$ cat config.mk
export PLATFORM = sky130hd
export DESIGN_NAME = avr_isp_command_engine_core
export DESIGN_NICKNAME = d
export VERILOG_FILES = /design/src/rtl/aisp_pkg.sv /design/src/rtl/aisp_frame.sv /design/src/rtl/avr_isp_command_engine_core.sv
export SDC_FILE = /design/constraint.sdc
export NUM_CORES = 1
export LEC_CHECK = 0
export ABC_CLOCK_PERIOD_IN_PS = 11000
export CAP_MARGIN = 15
export CORE_ASPECT_RATIO = 0.9
export CORE_MARGIN = 2
export CORE_UTILIZATION = 65
export DETAILED_ROUTE_END_ITERATION = 8
export DONT_BUFFER_PORTS = 1
export PLACE_DENSITY = 0.81
export SLEW_MARGIN = 20
export SYNTH_ARGS = -nofsm -noshare
export SYNTH_HDL_FRONTEND = slang
export SYNTH_SLANG_ARGS = --single-unit
$ cat constraint.sdc
create_clock -name clock -period 11 [get_ports clock]
set_input_delay 2.2 -clock clock [delete_from_list [all_inputs] [get_ports clock]]
set_output_delay 2.2 -clock clock [all_outputs]
set_load 0.01 [all_outputs]
$ cat src/rtl/aisp_pkg.sv
// Package for the AVR serial programming command engine.
// Holds phase codes, operation codes, instruction constants and frame helpers.
// No dependencies.
package aisp_pkg;

   localparam int EepromPageBytes = 4;
   localparam logic [2:0] FlashPageLog2Reset = 3'd5;
   localparam int EeRecipShift = 22;

   // Sequencer phases, one-hot.
   typedef enum logic [6:0] {
      PH_IDLE    = 7'b0000001,
      PH_PRE_EN  = 7'b0000010,
      PH_MAIN    = 7'b0000100,
      PH_MAIN2   = 7'b0001000,
      PH_PAGE    = 7'b0010000,
      PH_POLL_EN = 7'b0100000,
      PH_POLL    = 7'b1000000
   } phase_type;

   // Operation codes.
   localparam logic [3:0] OP_ENABLE    = 4'd0;
   localparam logic [3:0] OP_SIGNATURE = 4'd1;
   localparam logic [3:0] OP_LOCK_RD   = 4'd2;
   localparam logic [3:0] OP_FUSE_RD   = 4'd3;
   localparam logic [3:0] OP_FUSEH_RD  = 4'd4;
   localparam logic [3:0] OP_FUSEX_RD  = 4'd5;
   localparam logic [3:0] OP_CALIB_RD  = 4'd6;
   localparam logic [3:0] OP_FLASH_RD  = 4'd7;
   localparam logic [3:0] OP_EEPROM_RD = 4'd8;
   localparam logic [3:0] OP_ERASE     = 4'd9;
   localparam logic [3:0] OP_LOCK_WR   = 4'd10;
   localparam logic [3:0] OP_FUSE_WR   = 4'd11;
   localparam logic [3:0] OP_FUSEH_WR  = 4'd12;
   localparam logic [3:0] OP_FUSEX_WR  = 4'd13;
   localparam logic [3:0] OP_FLASH_LD  = 4'd14;
   localparam logic [3:0] OP_EEPROM_LD = 4'd15;

   // Completion status codes.
   localparam logic [1:0] ST_OK        = 2'd0;
   localparam logic [1:0] ST_LINK_ERR  = 2'd1;
   localparam logic [1:0] ST_NO_ECHO   = 2'd2;

   // Instruction bytes.
   localparam logic [7:0] CMD_PROG_EN  = 8'hAC;
   localparam logic [7:0] CMD_ECHO     = 8'h53;
   localparam logic [7:0] CMD_POLL     = 8'hF0;
   localparam logic [7:0] CMD_SIG      = 8'h30;
   localparam logic [7:0] CMD_RD_LOCK  = 8'h58;
   localparam logic [7:0] CMD_RD_FUSE  = 8'h50;
   localparam logic [7:0] CMD_RD_CAL   = 8'h38;
   localparam logic [7:0] CMD_RD_FLL   = 8'h20;
   localparam logic [7:0] CMD_RD_FLH   = 8'h28;
   localparam logic [7:0] CMD_RD_EE    = 8'hA0;
   localparam logic [7:0] CMD_LD_FLL   = 8'h40;
   localparam logic [7:0] CMD_LD_FLH   = 8'h48;
   localparam logic [7:0] CMD_WR_FLPG  = 8'h4C;
   localparam logic [7:0] CMD_LD_EE    = 8'hC1;
   localparam logic [7:0] CMD_WR_EEPG  = 8'hC2;
   localparam logic [7:0] SUB_ERASE    = 8'h80;
   localparam logic [7:0] SUB_WR_LOCK  = 8'hE0;
   localparam logic [7:0] SUB_WR_FUSE  = 8'hA0;
   localparam logic [7:0] SUB_WR_FUSEH = 8'hA8;
   localparam logic [7:0] SUB_WR_FUSEX = 8'hA4;

   // Held command context shared between the sequencer and the frame builder.
   typedef struct packed {
      phase_type   phase;
      logic [3:0]  op;
      logic [15:0] addr;
      logic [15:0] data;
   } frame_ctx_type;

   // Remainder of a by the EEPROM page size n, using the precomputed
   // reciprocal ceil(2^EeRecipShift / n). Exact for a up to 2^16 and n up to 64.
   function automatic logic [6:0] ee_mod(input logic [16:0] a, input logic [22:0] recip,
                                         input logic [6:0] n);
      logic [39:0] prod;
      logic [16:0] quo;
      logic [16:0] rem;
      prod = {23'd0, a} * {17'd0, recip};
      quo  = prod[EeRecipShift +: 17];
      rem  = a - 17'(quo * {10'd0, n});
      return rem[6:0];
   endfunction

endpackage

$ cat src/rtl/aisp_frame.sv
// Frame byte builder: picks one byte of the current four-byte instruction.
// Depends on aisp_pkg.
module aisp_frame #(
   parameter int EEPROM_PAGE_BYTES = aisp_pkg::EepromPageBytes
) (
   input  aisp_pkg::frame_ctx_type ctx,
   input  logic [1:0]              pos,
   output logic [7:0]              tx_byte
);
   localparam int EeW = (EEPROM_PAGE_BYTES > 1) ? $clog2(EEPROM_PAGE_BYTES) : 1;
   localparam logic [22:0] EeRecip =
      23'(((1 << aisp_pkg::EeRecipShift) + EEPROM_PAGE_BYTES - 1) / EEPROM_PAGE_BYTES);
   localparam logic [6:0] EeN = 7'(EEPROM_PAGE_BYTES);

   logic [7:0]  ah, al, dl, dh, ee_off, ee_base;
   logic [6:0]  off7;
   logic [15:0] off16;
   logic [7:0]  f0, f1, f2, f3;
   logic        en_frame;

   // Offset within an EEPROM page, taken by a reciprocal multiply.
   always_comb begin
      off7 = aisp_pkg::ee_mod({1'b0, ctx.addr}, EeRecip, EeN);
      off16 = {9'd0, off7};
      ah = ctx.addr[15:8];
      al = ctx.addr[7:0];
      dl = ctx.data[7:0];
      dh = ctx.data[15:8];
      ee_off = off16[7:0];
      ee_base = 8'(ctx.addr - off16);
   end

   assign en_frame = (ctx.phase == aisp_pkg::PH_PRE_EN) ||
                     (ctx.phase == aisp_pkg::PH_POLL_EN) ||
                     (ctx.phase == aisp_pkg::PH_MAIN && ctx.op == aisp_pkg::OP_ENABLE);

   // Instruction bytes for the current phase and operation.
   always_comb begin
      f0 = 8'h00; f1 = 8'h00; f2 = 8'h00; f3 = 8'h00;
      if (en_frame) begin
         f0 = aisp_pkg::CMD_PROG_EN; f1 = aisp_pkg::CMD_ECHO;
      end else if (ctx.phase == aisp_pkg::PH_POLL) begin
         f0 = aisp_pkg::CMD_POLL;
      end else if (ctx.phase == aisp_pkg::PH_PAGE) begin
         if (ctx.op == aisp_pkg::OP_FLASH_LD) begin
            f0 = aisp_pkg::CMD_WR_FLPG; f1 = ah; f2 = al;
         end else begin
            f0 = aisp_pkg::CMD_WR_EEPG; f1 = {6'd0, ah[1:0]}; f2 = ee_base;
         end
      end else if (ctx.phase == aisp_pkg::PH_MAIN2) begin
         if (ctx.op == aisp_pkg::OP_FLASH_RD) begin
            f0 = aisp_pkg::CMD_RD_FLH; f1 = ah; f2 = al;
         end else begin
            f0 = aisp_pkg::CMD_LD_FLH; f2 = al; f3 = dh;
         end
      end else begin
         unique case (ctx.op)
            aisp_pkg::OP_ENABLE: begin
               f0 = aisp_pkg::CMD_PROG_EN; f1 = aisp_pkg::CMD_ECHO;
            end
            aisp_pkg::OP_SIGNATURE: begin f0 = aisp_pkg::CMD_SIG; f2 = al; end
            aisp_pkg::OP_LOCK_RD:   f0 = aisp_pkg::CMD_RD_LOCK;
            aisp_pkg::OP_FUSE_RD:   f0 = aisp_pkg::CMD_RD_FUSE;
            aisp_pkg::OP_FUSEH_RD: begin f0 = aisp_pkg::CMD_RD_LOCK; f1 = 8'h08; end
            aisp_pkg::OP_FUSEX_RD: begin f0 = aisp_pkg::CMD_RD_FUSE; f1 = 8'h08; end
            aisp_pkg::OP_CALIB_RD:  f0 = aisp_pkg::CMD_RD_CAL;
            aisp_pkg::OP_FLASH_RD: begin f0 = aisp_pkg::CMD_RD_FLL; f1 = ah; f2 = al; end
            aisp_pkg::OP_EEPROM_RD: begin
               f0 = aisp_pkg::CMD_RD_EE; f1 = {6'd0, ah[1:0]}; f2 = al;
            end
            aisp_pkg::OP_ERASE: begin f0 = aisp_pkg::CMD_PROG_EN; f1 = aisp_pkg::SUB_ERASE; end
            aisp_pkg::OP_LOCK_WR: begin
               f0 = aisp_pkg::CMD_PROG_EN; f1 = aisp_pkg::SUB_WR_LOCK; f3 = dl;
            end
            aisp_pkg::OP_FUSE_WR: begin
               f0 = aisp_pkg::CMD_PROG_EN; f1 = aisp_pkg::SUB_WR_FUSE; f3 = dl;
            end
            aisp_pkg::OP_FUSEH_WR: begin
               f0 = aisp_pkg::CMD_PROG_EN; f1 = aisp_pkg::SUB_WR_FUSEH; f3 = dl;
            end
            aisp_pkg::OP_FUSEX_WR: begin
               f0 = aisp_pkg::CMD_PROG_EN; f1 = aisp_pkg::SUB_WR_FUSEX; f3 = dl;
            end
            aisp_pkg::OP_FLASH_LD: begin f0 = aisp_pkg::CMD_LD_FLL; f2 = al; f3 = dl; end
            default: begin
               f0 = aisp_pkg::CMD_LD_EE; f2 = {{(8-EeW){1'b0}}, ee_off[EeW-1:0]}; f3 = dl;
            end
         endcase
      end
   end

   // Byte select by frame position.
   always_comb begin
      unique case (pos)
         2'd0: tx_byte = f0;
         2'd1: tx_byte = f1;
         2'd2: tx_byte = f2;
         default: tx_byte = f3;
      endcase
   end

endmodule

$ cat src/rtl/avr_isp_command_engine_core.sv
// Top level of the AVR serial programming command engine.
// Responses are registered, and one request per cycle is taken while the skid entry
// is empty: the response register plus a skid stage let a new request enter while a
// response waits to be taken.
// Reset (synchronous, active high) returns the sequencer to idle with all held
// state cleared and flash_page_log2 set to 5.
module avr_isp_command_engine_core #(
   parameter int EEPROM_PAGE_BYTES = aisp_pkg::EepromPageBytes
) (
   input  logic        clock,
   input  logic        reset,
   input  logic        csr_wr_en,
   input  logic [2:0]  csr_wr_data,      // flash_page_log2
   input  logic        req_tvalid,
   output logic        req_tready,
   // [3:0] operation, [19:4] address, [35:20] write_data, [36] send_enable,
   // [44:37] reply_byte, [45] reply_error, [47:46] zero fill
   input  logic [47:0] req_tdata,
   input  logic        req_tuser,        // action
   input  logic        req_tlast,        // last_in_run
   output logic        rsp_tvalid,
   input  logic        rsp_tready,
   // [7:0] tx_byte, [23:8] read_data, [25:24] status, [31:26] zero fill
   output logic [31:0] rsp_tdata,
   output logic        rsp_tuser         // kind
);
   localparam logic [22:0] EeRecip =
      23'(((1 << aisp_pkg::EeRecipShift) + EEPROM_PAGE_BYTES - 1) / EEPROM_PAGE_BYTES);
   localparam logic [6:0] EeN = 7'(EEPROM_PAGE_BYTES);

   // Output register and one skid entry.
   logic        out_v_ff, skid_v_ff;
   logic [32:0] out_d_ff, skid_d_ff;
   logic        stage_ok;

   assign stage_ok   = !skid_v_ff;
   assign req_tready = stage_ok;
   logic acc;
   assign acc = req_tvalid && req_tready;

   // Sequencer state.
   aisp_pkg::phase_type phase_ff, phase_in;
   logic [1:0]  pos_ff, pos_in;
   logic [3:0]  op_ff, op_in;
   logic [15:0] addr_ff, addr_in, data_ff, data_in;
   logic [7:0]  low_ff, low_in, echo_ff, echo_in;
   logic        due_ff, due_in;
   logic [2:0]  log2_ff;

   logic        a_action, a_en, a_err, a_last;
   logic [3:0]  a_op;
   logic [15:0] a_addr, a_data;
   logic [7:0]  a_reply;
   assign a_action = req_tuser;
   assign a_op     = req_tdata[3:0];
   assign a_addr   = req_tdata[19:4];
   assign a_data   = req_tdata[35:20];
   assign a_en     = req_tdata[36];
   assign a_reply  = req_tdata[44:37];
   assign a_err    = req_tdata[45];
   assign a_last   = req_tlast;

   aisp_pkg::frame_ctx_type ctx;
   logic [7:0] tx_byte;
   aisp_frame #(.EEPROM_PAGE_BYTES(EEPROM_PAGE_BYTES)) u_frame (
      .ctx(ctx), .pos(pos_in), .tx_byte(tx_byte)
   );
   assign ctx = '{phase: phase_in, op: op_in, addr: addr_in, data: data_in};

   logic        r_v, r_kind, r_byte;
   logic [15:0] r_rd;
   logic [1:0]  r_st;
   logic [16:0] mask, ap1;
   logic        en_frame_cur;

   assign en_frame_cur = (phase_ff == aisp_pkg::PH_PRE_EN) ||
                         (phase_ff == aisp_pkg::PH_POLL_EN) ||
                         (phase_ff == aisp_pkg::PH_MAIN && op_ff == aisp_pkg::OP_ENABLE);

   // Next-state and result selection for one accepted transaction.
   always_comb begin
      phase_in = phase_ff; pos_in = pos_ff; op_in = op_ff; addr_in = addr_ff;
      data_in = data_ff; low_in = low_ff; echo_in = echo_ff; due_in = due_ff;
      r_v = 1'b0; r_kind = 1'b0; r_byte = 1'b0; r_rd = 16'd0; r_st = aisp_pkg::ST_OK;
      mask = (17'd1 << log2_ff) - 17'd1;
      ap1 = {1'b0, a_addr} + 17'd1;
      if (acc) begin
         if (!a_action) begin
            if (phase_ff == aisp_pkg::PH_IDLE) begin
               op_in = a_op; addr_in = a_addr; data_in = a_data;
               low_in = 8'd0; echo_in = 8'd0;
               if (a_op == aisp_pkg::OP_FLASH_LD)
                  due_in = a_last || ((ap1 & mask) == 17'd0);
               else if (a_op == aisp_pkg::OP_EEPROM_LD)
                  due_in = a_last || (aisp_pkg::ee_mod(ap1, EeRecip, EeN) == 7'd0);
               else
                  due_in = 1'b0;
               phase_in = (a_en && a_op != aisp_pkg::OP_ENABLE) ?
                          aisp_pkg::PH_PRE_EN : aisp_pkg::PH_MAIN;
               pos_in = 2'd0; r_v = 1'b1; r_byte = 1'b1;
            end
         end else if (phase_ff != aisp_pkg::PH_IDLE) begin
            r_v = 1'b1;
            if (a_err) begin
               r_kind = 1'b1; r_st = aisp_pkg::ST_LINK_ERR;
            end else begin
               if (pos_ff == 2'd2 && en_frame_cur) echo_in = a_reply;
               if (pos_ff != 2'd3) begin
                  pos_in = pos_ff + 2'd1; r_byte = 1'b1;
               end else begin
                  pos_in = 2'd0;
                  unique case (phase_ff)
                     aisp_pkg::PH_PRE_EN:
                        if (echo_ff != aisp_pkg::CMD_ECHO) begin
                           r_kind = 1'b1; r_st = aisp_pkg::ST_NO_ECHO;
                        end else begin phase_in = aisp_pkg::PH_MAIN; r_byte = 1'b1; end
                     aisp_pkg::PH_MAIN:
                        if (op_ff == aisp_pkg::OP_ENABLE) begin
                           r_kind = 1'b1;
                           r_st = (echo_ff == aisp_pkg::CMD_ECHO) ?
                                  aisp_pkg::ST_OK : aisp_pkg::ST_NO_ECHO;
                        end else if (op_ff <= aisp_pkg::OP_CALIB_RD ||
                                     op_ff == aisp_pkg::OP_EEPROM_RD) begin
                           r_kind = 1'b1; r_rd = {8'd0, a_reply};
                        end else if (op_ff == aisp_pkg::OP_FLASH_RD) begin
                           low_in = a_reply; phase_in = aisp_pkg::PH_MAIN2; r_byte = 1'b1;
                        end else if (op_ff <= aisp_pkg::OP_FUSEX_WR) begin
                           phase_in = aisp_pkg::PH_POLL_EN; r_byte = 1'b1;
                        end else if (op_ff == aisp_pkg::OP_FLASH_LD) begin
                           phase_in = aisp_pkg::PH_MAIN2; r_byte = 1'b1;
                        end else if (due_ff) begin
                           phase_in = aisp_pkg::PH_PAGE; r_byte = 1'b1;
                        end else r_kind = 1'b1;
                     aisp_pkg::PH_MAIN2:
                        if (op_ff == aisp_pkg::OP_FLASH_RD) begin
                           r_kind = 1'b1; r_rd = {a_reply, low_ff};
                        end else if (due_ff) begin
                           phase_in = aisp_pkg::PH_PAGE; r_byte = 1'b1;
                        end else r_kind = 1'b1;
                     aisp_pkg::PH_PAGE: begin
                        phase_in = aisp_pkg::PH_POLL_EN; r_byte = 1'b1;
                     end
                     aisp_pkg::PH_POLL_EN:
                        if (echo_ff != aisp_pkg::CMD_ECHO) begin
                           r_kind = 1'b1; r_st = aisp_pkg::ST_NO_ECHO;
                        end else begin phase_in = aisp_pkg::PH_POLL; r_byte = 1'b1; end
                     default:
                        if (a_reply[0]) begin
                           phase_in = aisp_pkg::PH_POLL_EN; r_byte = 1'b1;
                        end else r_kind = 1'b1;
                  endcase
               end
            end
            if (r_kind) begin
               phase_in = aisp_pkg::PH_IDLE; pos_in = 2'd0;
            end
         end
      end
   end

   logic [32:0] r_word;
   assign r_word = r_byte ? {1'b0, 6'd0, 2'd0, 16'd0, tx_byte}
                          : {1'b1, 6'd0, r_st, r_rd, 8'd0};

   // State registers.
   always_ff @(posedge clock) begin
      if (reset) begin
         phase_ff <= aisp_pkg::PH_IDLE; pos_ff <= 2'd0; op_ff <= 4'd0;
         addr_ff <= 16'd0; data_ff <= 16'd0; low_ff <= 8'd0; echo_ff <= 8'd0;
         due_ff <= 1'b0; log2_ff <= aisp_pkg::FlashPageLog2Reset;
      end else begin
         phase_ff <= phase_in; pos_ff <= pos_in; op_ff <= op_in;
         addr_ff <= addr_in; data_ff <= data_in; low_ff <= low_in;
         echo_ff <= echo_in; due_ff <= due_in;
         if (csr_wr_en) log2_ff <= csr_wr_data;
      end
   end

   // Output register with skid entry.
   logic out_take;
   assign out_take = rsp_tvalid && rsp_tready;
   always_ff @(posedge clock) begin
      if (reset) begin
         out_v_ff <= 1'b0; skid_v_ff <= 1'b0;
      end else begin
         if (!out_v_ff || out_take) begin
            if (skid_v_ff) begin
               out_v_ff <= 1'b1; out_d_ff <= skid_d_ff; skid_v_ff <= 1'b0;
            end else begin
               out_v_ff <= r_v; out_d_ff <= r_word;
            end
         end else if (r_v) begin
            skid_v_ff <= 1'b1; skid_d_ff <= r_word;
         end
      end
   end

   assign rsp_tvalid = out_v_ff;
   assign rsp_tuser  = out_d_ff[32];
   assign rsp_tdata  = out_d_ff[31:0];

   a_skid_only_when_out: assert property (@(posedge clock) disable iff (reset)
      skid_v_ff |-> out_v_ff) else $error("skid holds data while output empty");
   a_idle_pos: assert property (@(posedge clock) disable iff (reset)
      phase_ff == aisp_pkg::PH_IDLE |-> pos_ff == 2'd0) else $error("idle with position");
   a_done_idle: assert property (@(posedge clock) disable iff (reset)
      (r_v && r_kind) |=> phase_ff == aisp_pkg::PH_IDLE) else $error("completion not idle");
   a_no_drop: assert property (@(posedge clock) disable iff (reset)
      (out_v_ff && !rsp_tready) |=> out_v_ff) else $error("response dropped");

endmodule

==> impl_results.md, run 1 <==
- Multi-input logic area: around 3900 um2
- Vias in the first global route: 5,695
- Core region area: ~11,000 um2
- Placed Area: between 7000 and 8000 um2
- Reg clk slew, reported paths: approximately 60 ps
- Count of pins over their slew limit: 0
- Final Skew: about 8.6 ps
- Drt drc: 0
- Storage cell area: roughly 3000 um2
- Clk root buf: clkbuf_16
- Max H-tree Level: 4
- DP HPWL: approximately 13 mm
- Crit Path Class: input pin to flip-flop
- First-pass GRT wire length: roughly 29 mm
- Netlist cell types: just under 90
- Ratio of cells with drive above 1 in the final layout: 0.0902
- Post-route non-filler standard cell count: 898
- Worst-Margin Slew: 1000 ps
- Seq/Total Area, Yosys: 0.419
- Routability Congestion: between 0.9 and 1
- Most common cell in the netlist: nor2_1
- Area share of the largest cell type after synthesis: 0.229
- Sum Neg Setup Slack: 0 ps
- Mapped Cells: roughly 770
- Mapped Area: just over 7000 um2
- Pre-CTS setup slack: ~5100 ps
- Max VDD drop: between 0.0001 and 0.00015 V
- Post-synth EDFFs: 54
- Slew HR: 0.327
- Critical Path End Type: flip-flop
- Synth top area cells: edfxtp_1, dfxtp_1, mux2i_1, nor2_1, nand2_1
- Die height: just over 100 um
- Die X: 114 um
- Area leader, netlist: edfxtp_1
- Worst min-delay path class: flip-flop to flip-flop
- Final Core Density: 0.715
- Startpoint Class: input pin
- Critical Path RT: ~11,000 ps
- Post-DRT Antenna Nets: 0
- Num CTS Buffers: 17
- Final nets: about 820
- Die footprint: approximately 12,000 um2
- Clock sink count: roughly 120
- Gr usage total: 0.318
- Syn Area/Cell: 9.17 um2
- DRT Wirelength: 18.6 mm
- Row count: 36
- RSZ-0062 raised after global routing: false
- Antenna violations before repair: 0
- DR vias/cell: between 6 and 7
- Min Hold Slack: 488 ps
- Fillers: between 700 and 800
- Dpl cells: ~870
- Starting Density: 0.659
- Via count: between 6,000 and 7,000
- Leak Pwr: between 3 and 4 nW
- Final WS setup: 5310 ps
- Drt wl/cell: 20.8 um
- Period Utilization, post-route: 0.517
- TritonCTS clock tree: yes
- Initial DRC count: 703
- Worst Path Arrival: between 5000 and 6000 ps
- Post-route cell area: ~7700 um2
- Largest net degree at the start of global routing: 70
- Hold_buf cts: 0
- Synth warn: 0
- Final setup fails: 0
- Antenna cells: 0
- Status: complete, no violations
- Asr flop ratio synth: 0
- Worst-Skew Late Latency: 410 ps
- DRT Pass-1 Iters: 6
- Total I/O pin count: 93
- Overflow after GRT: 0
- Max frequency: about 180 MHz
- P per Cell Area: between 150 and 200 nW/um2
- Overall power: between 1 and 1.5 mW
- PortBufs: 0
- #FFs+latches synth: 121
- Layout area overhead: 8.46%
- Number of max-cap violations: 0
- Most used DFF post-synth: dfxtp_1
- Final Hold Viols: 0
- Most instantiated cells after synthesis: nor2_1, dfxtp_1, nand2_1
- Max clock buf depth: 2
- Crit-path max FO: 17
- Tmin final: roughly 5700 ps
- Post-CTS Setup Bufs: 0
- Post-CTS resize count: 0
## final timing paths
check / from / to / slack, ps / cells after the start
worst min-delay path: data_ff[10] / data_ff[10] / 490 / 2
worst max-delay path: req_tuser / out_d_ff[6] / 5310 / 9
worst max register to register: skid_v_ff / out_d_ff[6] / 6410 / 10
worst min register to register: data_ff[10] / data_ff[10] / 490 / 2
## cell usage in the layout, fill, tap and decap left out, types with 11 or more instances in the layout
| cell type | Yosys | layout |
|---|---|---|
| or3_1 | 11 | 11 |
| nor2_1 | 113 | 113 |
| dfxtp_1 | 67 | 67 |
| nor2b_1 | 23 | 22 |
| mux2i_1 | 49 | 49 |
| edfxtp_1 | 54 | 54 |
| nand4_1 | 19 | 19 |
| a21o_1 | 26 | 26 |
| clkbuf_16 | 0 | 17 |
| inv_1 | 14 | 14 |
| nand3_1 | 21 | 21 |
| nand2_1 | 63 | 63 |
| o21ai_0 | 18 | 18 |
| a21oi_1 | 24 | 23 |
| nor3_1 | 25 | 24 |
## sequential cells by signal (all words and copies together) (netlist names)
| name | count |
|---|---|
| rsp_tvalid | 1 |
| echo_ff | 8 |
| addr_ff | 16 |
| skid_d_ff | 27 |
| low_ff | 8 |
| pos_ff | 2 |
| log2_ff | 3 |
| phase_ff | 7 |
| out_d_ff | 27 |
| skid_v_ff | 1 |
| op_ff | 4 |
| data_ff | 16 |
| due_ff | 1 |
## kinds of logic (layout without fill, tap and decap cells)
kind of cell,count (synthesis),count (layout),share of synthesized area
AOI/OAI and AO/OA,176,176,0.188
xor gates and xnor gates,13,13,0.0161
adders and majority gates,7,7,0.0124
buffers and inverters,62,51,0.0413
DFF,121,121,0.419
muxes,51,51,0.0726
other,1,6,0.000531
and+or+nand+nor,340,340,0.250
## layer usage
| metal | track usage | vias to the layer above | part of all wire |
|---|---|---|---|
| li1 | - | 2835 | - |
| met1 | 0.405 | 2916 | 0.43 |
| met2 | 0.535 | 282 | 0.48 |
| met3 | 0.0653 | 44 | 0.070 |
| met4 | 0.131 | 0 | 0.027 |
| met5 | 0 | - | 0 |
## worst max-delay path, cell delays in order
cell,delay (ps)
nand3b_1,350
nor2_1,540
a32oi_1,330
nor4_4,850
nand3_1,620
o22ai_1,420
a211oi_1,160
o211ai_1,220
o211ai_1,140
## power breakdown
part	switching, mW	total (mW)	internal (mW)	leakage (nW)
logic	0.0853	0.135	0.0500	1.64
clock network	0.210	0.551	0.342	0.281
registers	0.0148	0.503	0.488	1.11
## cell type report
cell class / count / area share
Clock buffer: 19 / 0.0578
Clock inverter: 13 / 0.0193
Inverter: 14 / 0.00686
Multi-Input combinational cell: 593 / 0.503
Sequential cell: 121 / 0.387
Tap cell: 133 / 0.0217
Timing Repair Buffer: 5 / 0.00490
Note: power is estimated with default switching activity, not from simulation.
==> run 2: changes to the inputs <==
Settings changed: ABC_CLOCK_PERIOD_IN_PS 11000 to 5500, CORE_UTILIZATION 65 to 64, PLACE_DENSITY 0.81 to 0.8.
Clock period 11 ns to 5.5 ns, I/O delays scaled along.
==> run 2 against run 1 <==
Against the previous run:
- global-route usage increased by 0.59 points
- first-iteration DRC count increased by 7.7%
- clock power increased by 87%
- flip-flop and latch count unchanged
- count of clock-buffer cells in the layout increased by 5
- cell count increased by 0.89%
- critical endpoint is now out_d_ff[3]
==> impl_results.md, run 2 (synthesized netlist as in run 1, its figures left out) <==
- Period Utilization, post-route: 0.794
- Final Skew: 11.8 ps (+3.18 ps)
- P per Cell Area: 301 nW/um2 (+94%)
- DRT Pass-1 Iters: 5 (-1)
- Net switching power: 0.591 mW (+91%)
- Post-route cell area: 7680 um2 (+0.15%)
- Max frequency: approximately 230 MHz
- Antenna cells: 0 (unchanged)
- TritonCTS clock tree: yes
- Worst min-delay path class: flip-flop to flip-flop
- Post-CTS Setup Bufs: 0 (unchanged)
- Initial DRC count: 757 (+7.7%)
- Starting Density: 0.654 (-0.00549)
- Row count: 36 (unchanged)
- Flop pwr share: 0.435 (+0.012)
- WHS Path Cells: 2 (unchanged)
- Top delay family on crit path: compound AO/OA/AOI/OAI gates
- DRT Wirelength: 18.8 mm (+1.1%)
- Layout area overhead: 8.62%
- Slew HR: 0.351 (+0.0240)
- Max H-tree Level: 4 (unchanged)
- Largest net degree at the start of global routing: 70 (unchanged)
- Overflow after GRT: 0 (unchanged)
- Critical Path End Type: flip-flop
- Combinational group share of total power: 0.119 (+0.005)
- CP Depth: 11 (+2)
- Drt wl/cell: 20.8 um (+0.20%)
- Max VDD drop: 0.000280 V (+94%)
- Count of pins over their slew limit: 0 (unchanged)
- PortBufs: 0 (unchanged)
- DP HPWL: 13.6 mm (+2.7%)
- Top flop regs: out_d_ff (27), skid_d_ff (27)
- Clock Power Share: 0.446 (-0.018)
- Crit path largest cell delay: 610 ps (-240 ps)
- Dpl cells: 874 (+0.92%)
- Leading cell type in the layout, fill and taps excluded: nor2_1
- Total I/O pin count: 93 (unchanged)
- R2r worst-path depth: 11 (+1)
- Leak Pwr: 3.05 nW (+0.62%)
- Final setup fails: 0 (unchanged)
- Buf/Inv on CP: 0 (unchanged)
- Die height: 104 um (+0.75%)
- DR vias/cell: 6.70 (-1.0%)
- Ratio of cells with drive above 1 in the final layout: 0.0931 (+0.00295)
- Worst Path Arrival: 4540 ps (-1290 ps)
- Post-DRT Antenna Nets: 0 (unchanged)
- Die X: 115 um (+0.75%)
- Hold_buf cts: 0 (unchanged)
- Pint: 1.72 mW (+96%)
- Sum Neg Setup Slack: 0 ps (unchanged)
- Final nets: 825 (+0.98%)
- Crit-path max FO: 12 (-5)
- Max clock buf depth: 2 (unchanged)
- Gr usage total: 0.324 (+0.00594)
- Switch share: 0.256 (-0.00498)
- Post-route non-filler standard cell count: 906 (+0.89%)
- First-pass GRT wire length: 30.1 mm (+3.5%)
- Placed Area: 7120 um2 (+0.85%)
- Die footprint: 11,900 um2 (+1.5%)
- Reg clk slew, reported paths: 50 ps (about the same)
- Tmin final: roughly 4400 ps
- Crit-path cells: nand4b_1, or4b_4, o2111ai_2, o31ai_4, a2bb2oi_1, and2_1, nand3_1, o221a_2, o311ai_1, a211oi_1, a21o_1
- Routability Congestion: 0.911 (-5.2%)
- Vias in the first global route: 5,780 (+1.5%)
- Number of max-cap violations: 0 (unchanged)
- Critical Path RT: 5670 ps (-5470 ps)
- Via count: 6,070 (-0.12%)
- Core region area: 10,800 um2 (+0.84%)
- Crit Path Class: flip-flop to flip-flop
- Slowest-stage cell, CP: o31ai_4
- Clk root buf: clkbuf_16
- Antenna violations before repair: 0 (unchanged)
- Drt drc: 0 (unchanged)
- Pre-CTS setup slack: 965 ps (-4120 ps)
- Post-CTS resize count: 0 (unchanged)
- Status: complete, no violations
- Final WS setup: 1130 ps (-4180 ps)
- Commonest cells after routing, fill and taps aside: nor2_1, dfxtp_1, nand2_1
- Final Hold Viols: 0 (unchanged)
- Num CTS Buffers: 17 (unchanged)
- Clock sink count: 121 (unchanged)
- Worst-Skew Late Latency: 420 ps (about the same)
- RSZ-0062 raised after global routing: false
- Worst-Margin Slew: 967 ps (-35.7 ps)
- Startpoint Class: flip-flop
==> run 2: changes by cell type in the layout (fill, tap and decap cells not counted), sizes merged <==
cell	change
buf	+8
bufinv	-1
clkbuf	+5
clkinv	-1
clkinvlp	-1
inv	-2
==> run 2: area by class of cell <==
class                      count  area [um2]
clock buffer                  24         472
sequential                   121        2960
inverter                      14        52.6
tap                          133         166
timing repair buffer          13        97.6
multi-input combinational    593        3850
fill                         804        3130
clock inverter                 8        73.8
==> run 2: worst paths after layout <==
kind                                 start     endpoint  slack (ps)
worst max-delay path              op_ff[2]  out_d_ff[3]        1130
worst min-delay path            echo_ff[4]   echo_ff[4]         490
worst max register to register    op_ff[2]  out_d_ff[3]        1130
worst min register to register  echo_ff[4]   echo_ff[4]         490
==> run 2: through the flow <==
| stage | utilization | total power [mW] | hold slack [ps] |
|---|---|---|---|
| final | 0.710 | 2.31 | 494 |
| after floorplan | - | 1.24 | 448 |
| after CTS | 0.709 | 2.32 | 494 |
| after global routing | 0.710 | 2.39 | 521 |
| after detailed placement | 0.659 | 1.29 | 480 |
| after global placement | 0.659 | 1.28 | 472 |
==> run 2: power by group through the flow <==
| stage | sequential (mW) | clock [mW] | combinational [mW] |
|---|---|---|---|
| after floorplan | 1.01 | 0 | 0.225 |
| after global placement | 1.02 | 0 | 0.262 |
| after detailed placement | 1.02 | 0 | 0.267 |
| after CTS | 1.01 | 1.04 | 0.270 |
| after global routing | 1.01 | 1.08 | 0.300 |
| final | 1.01 | 1.03 | 0.275 |
==> run 2: worst register-to-register path, cell delays in order (launching register included) <==
cell	delay (ps)
dfxtp_1	570
nand4b_1	350
or4b_4	320
o2111ai_2	180
o31ai_4	610
a2bb2oi_1	470
and2_1	310
nand3_1	160
o221a_2	350
o311ai_1	400
a211oi_1	200
a21o_1	200
==> run 2: layer usage <==
metal / vias to the layer above / wire length, um / global-route usage / share of wire
met5: - / 0 / 0 / 0
met4: 0 / 477 / 0.123 / 0.025
met3: 47 / 1380 / 0.0860 / 0.073
met2: 261 / 9190 / 0.524 / 0.49
met1: 2913 / 7800 / 0.415 / 0.41
li1: 2849 / - / - / -
==> run 3: changes to the inputs <==
Settings changed: ABC_CLOCK_PERIOD_IN_PS 5500 to 4600.
Clock period 5.5 ns to 4.6 ns, I/O delays scaled along.
==> run 3 against run 2 <==
Against the previous run:
- maximum frequency increased by 3.4%
- critical path depth is the same
- largest cell class unchanged
- worst setup slack got worse by 760 ps
- cell count rose by 1.2%
- combinational power rose by 24%
- wire length shrank 0.30%
- flip-flop and latch count did not move
- core utilization rose by 0.65 points
- non-clock buffer count is 11 higher
- critical endpoint unchanged
- design area is 0.91% higher
==> impl_results.md, run 3 (synthesized netlist as in run 1, its figures left out) <==
- Post-CTS resize count: 0 (unchanged)
- Top flop regs: out_d_ff (27), skid_d_ff (27)
- Overall power: 2.74 mW (+18%)
- Crit Path Class: flip-flop to flip-flop
- Num CTS Buffers: 17 (unchanged)
- Post-DRT Antenna Nets: 0 (unchanged)
- Row count: 36 (unchanged)
- Layout area overhead: 9.61%
- Clk root buf: clkbuf_16
- Critical Path RT: 4780 ps (-890 ps)
- Max clock buf depth: 2 (unchanged)
- Sum Neg Setup Slack: 0 ps (unchanged)
- Largest net degree at the start of global routing: 70 (unchanged)
- Antenna cells: 0 (unchanged)
- Pint: 2.03 mW (+18%)
- Final Skew: 10.5 ps (-1.31 ps)
- Antenna violations before repair: 0 (unchanged)
- Gr usage total: 0.321 (-0.00256)
- Combinational group share of total power: 0.124 (+0.005)
- Max frequency: 237 MHz (+3.4%)
- Crit-path cells: xor2_1, nand4b_1, and4_1, o31ai_4, a2bb2oi_1, and2_1, nand3_1, o221a_2, o311ai_1, a211oi_1, a21o_1
- Post-route cell area: 7750 um2 (+0.91%)
- Worst min-delay path class: flip-flop to flip-flop
- Die height: 104 um (unchanged)
- Worst Path Arrival: 4400 ps (-140 ps)
- Startpoint Class: flip-flop
- Min Hold Slack: 490 ps (-3.29 ps)
- Worst-Skew Late Latency: 420 ps (about the same)
- Core region area: 10,800 um2 (unchanged)
- Max H-tree Level: 4 (unchanged)
- First-pass GRT wire length: 30.1 mm (unchanged)
- Critical Path End Type: flip-flop
- Final Hold Viols: 0 (unchanged)
- Final nets: 836 (+1.3%)
- Multi-input logic area: 3850 um2 (unchanged)
- Period Utilization, post-route: 0.918 (+0.124)
- Crit path largest cell delay: 620 ps (about the same)
- DRT Pass-1 Iters: 5 (unchanged)
- TritonCTS clock tree: yes
- Top delay family on crit path: compound AO/OA/AOI/OAI gates
- Net switching power: 0.714 mW (+21%)
- DR vias/cell: 6.69 (-0.14%)
- Crit-path max FO: 10 (-2)
- Die X: 115 um (unchanged)
- Vias in the first global route: 5,940 (+2.8%)
- Buf/Inv on CP: 0 (unchanged)
- Total I/O pin count: 93 (unchanged)
- Commonest cells after routing, fill and taps aside: nor2_1, dfxtp_1, nand2_1
- Placed Area: 7200 um2 (+1.2%)
- Fillers: 783 (-2.6%)
- Storage cell area: 2960 um2 (unchanged)
- Post-CTS Setup Bufs: 0 (unchanged)
- Flop pwr share: 0.437 (+0.002)
- Slew HR: 0.363 (+0.0121)
- Slowest-stage cell, CP: dfxtp_1
- Switch share: 0.260 (+0.00476)
- Final setup fails: 0 (unchanged)
- Status: complete, no violations
- Routability Congestion: 0.927 (+1.8%)
- Hold_buf cts: 0 (unchanged)
- DP HPWL: 13.7 mm (+0.93%)
- Via count: 6,135 (+1.1%)
- RSZ-0062 raised after global routing: false
- Die footprint: 11,900 um2 (unchanged)
- Ratio of cells with drive above 1 in the final layout: 0.106 (+0.0127)
- Drt drc: 0 (unchanged)
- Leak Pwr: 3.09 nW (+1.4%)
- Drt wl/cell: 20.5 um (-1.5%)
- Reg clk slew, reported paths: 50 ps (about the same)
- DRT Wirelength: 18.8 mm (-0.30%)
- Clock sink count: 121 (unchanged)
- Count of pins over their slew limit: 0 (unchanged)
- Starting Density: 0.654 (unchanged)
- Number of max-cap violations: 0 (unchanged)
- PortBufs: 0 (unchanged)
- Max VDD drop: 0.000317 V (+13%)
- Tmin final: 4220 ps (-143 ps)
- Clock Power Share: 0.439 (-0.007)
- P per Cell Area: 354 nW/um2 (+17%)
- Worst-Margin Slew: 949 ps (-18.1 ps)
- Leading cell type in the layout, fill and taps excluded: nor2_1
- Overflow after GRT: 0 (unchanged)
- Initial DRC count: 578 (-24%)
## run 3: changes by cell type in the layout (fill, tap and decap cells not counted)
cell	change
clkbuf_16	+1
clkinvlp_4	+2
buf_4	+11
clkbuf_8	-1
clkinv_4	-1
bufinv_16	-1
## run 3: final cells by class
cell class              count  share of cell area
clock buffers              24              0.0623
clock inverters             8             0.00646
inverters                  14             0.00678
multi-input cells         593               0.497
flip-flops and latches    121               0.382
well taps                 133              0.0215
repair buffers             24              0.0233
## run 3: final timing paths
check / startpoint / end / slack [ps] / cells after the start
setup / recovery: phase_ff[5] / out_d_ff[3] / 380 / 11
hold / removal: data_ff[7] / data_ff[7] / 490 / 2
setup reg to reg: phase_ff[5] / out_d_ff[3] / 380 / 11
hold reg to reg: data_ff[7] / data_ff[7] / 490 / 2
## run 3: routing by layer
layer  share of wire  vias up  global-route usage
met1            0.41     2950               0.409
met4           0.028        0               0.128
met3           0.076       44              0.0907
met5               0        -                   0
li1                -     2867                   -
met2            0.48      274               0.516
## run 3: per-stage QoR
stage | setup slack (ps) | cells | utilization
global placement | 561 | 885 | 0.666
detailed placement | 506 | 885 | 0.666
floorplan | 74.5 | 776 | -
finish | 378 | 917 | 0.717
global route | 153 | 917 | 0.717
CTS | 477 | 917 | 0.716
## run 3: worst register-to-register path, delay by kind of cell (launching register included)
kind,cells,cell delay (ps)
AND/OR/NAND/NOR,4,1080
flip-flops,1,620
AO/OA/AOI/OAI,6,2060
XOR/XNOR,1,230
## run 3: power by group through the flow
stage | clock (mW) | sequential (mW) | combinational (mW)
after floorplan | 0 | 1.21 | 0.269
after global placement | 0 | 1.22 | 0.325
after detailed placement | 0 | 1.22 | 0.332
after CTS | 1.21 | 1.20 | 0.336
after global routing | 1.26 | 1.20 | 0.372
final | 1.20 | 1.20 | 0.340
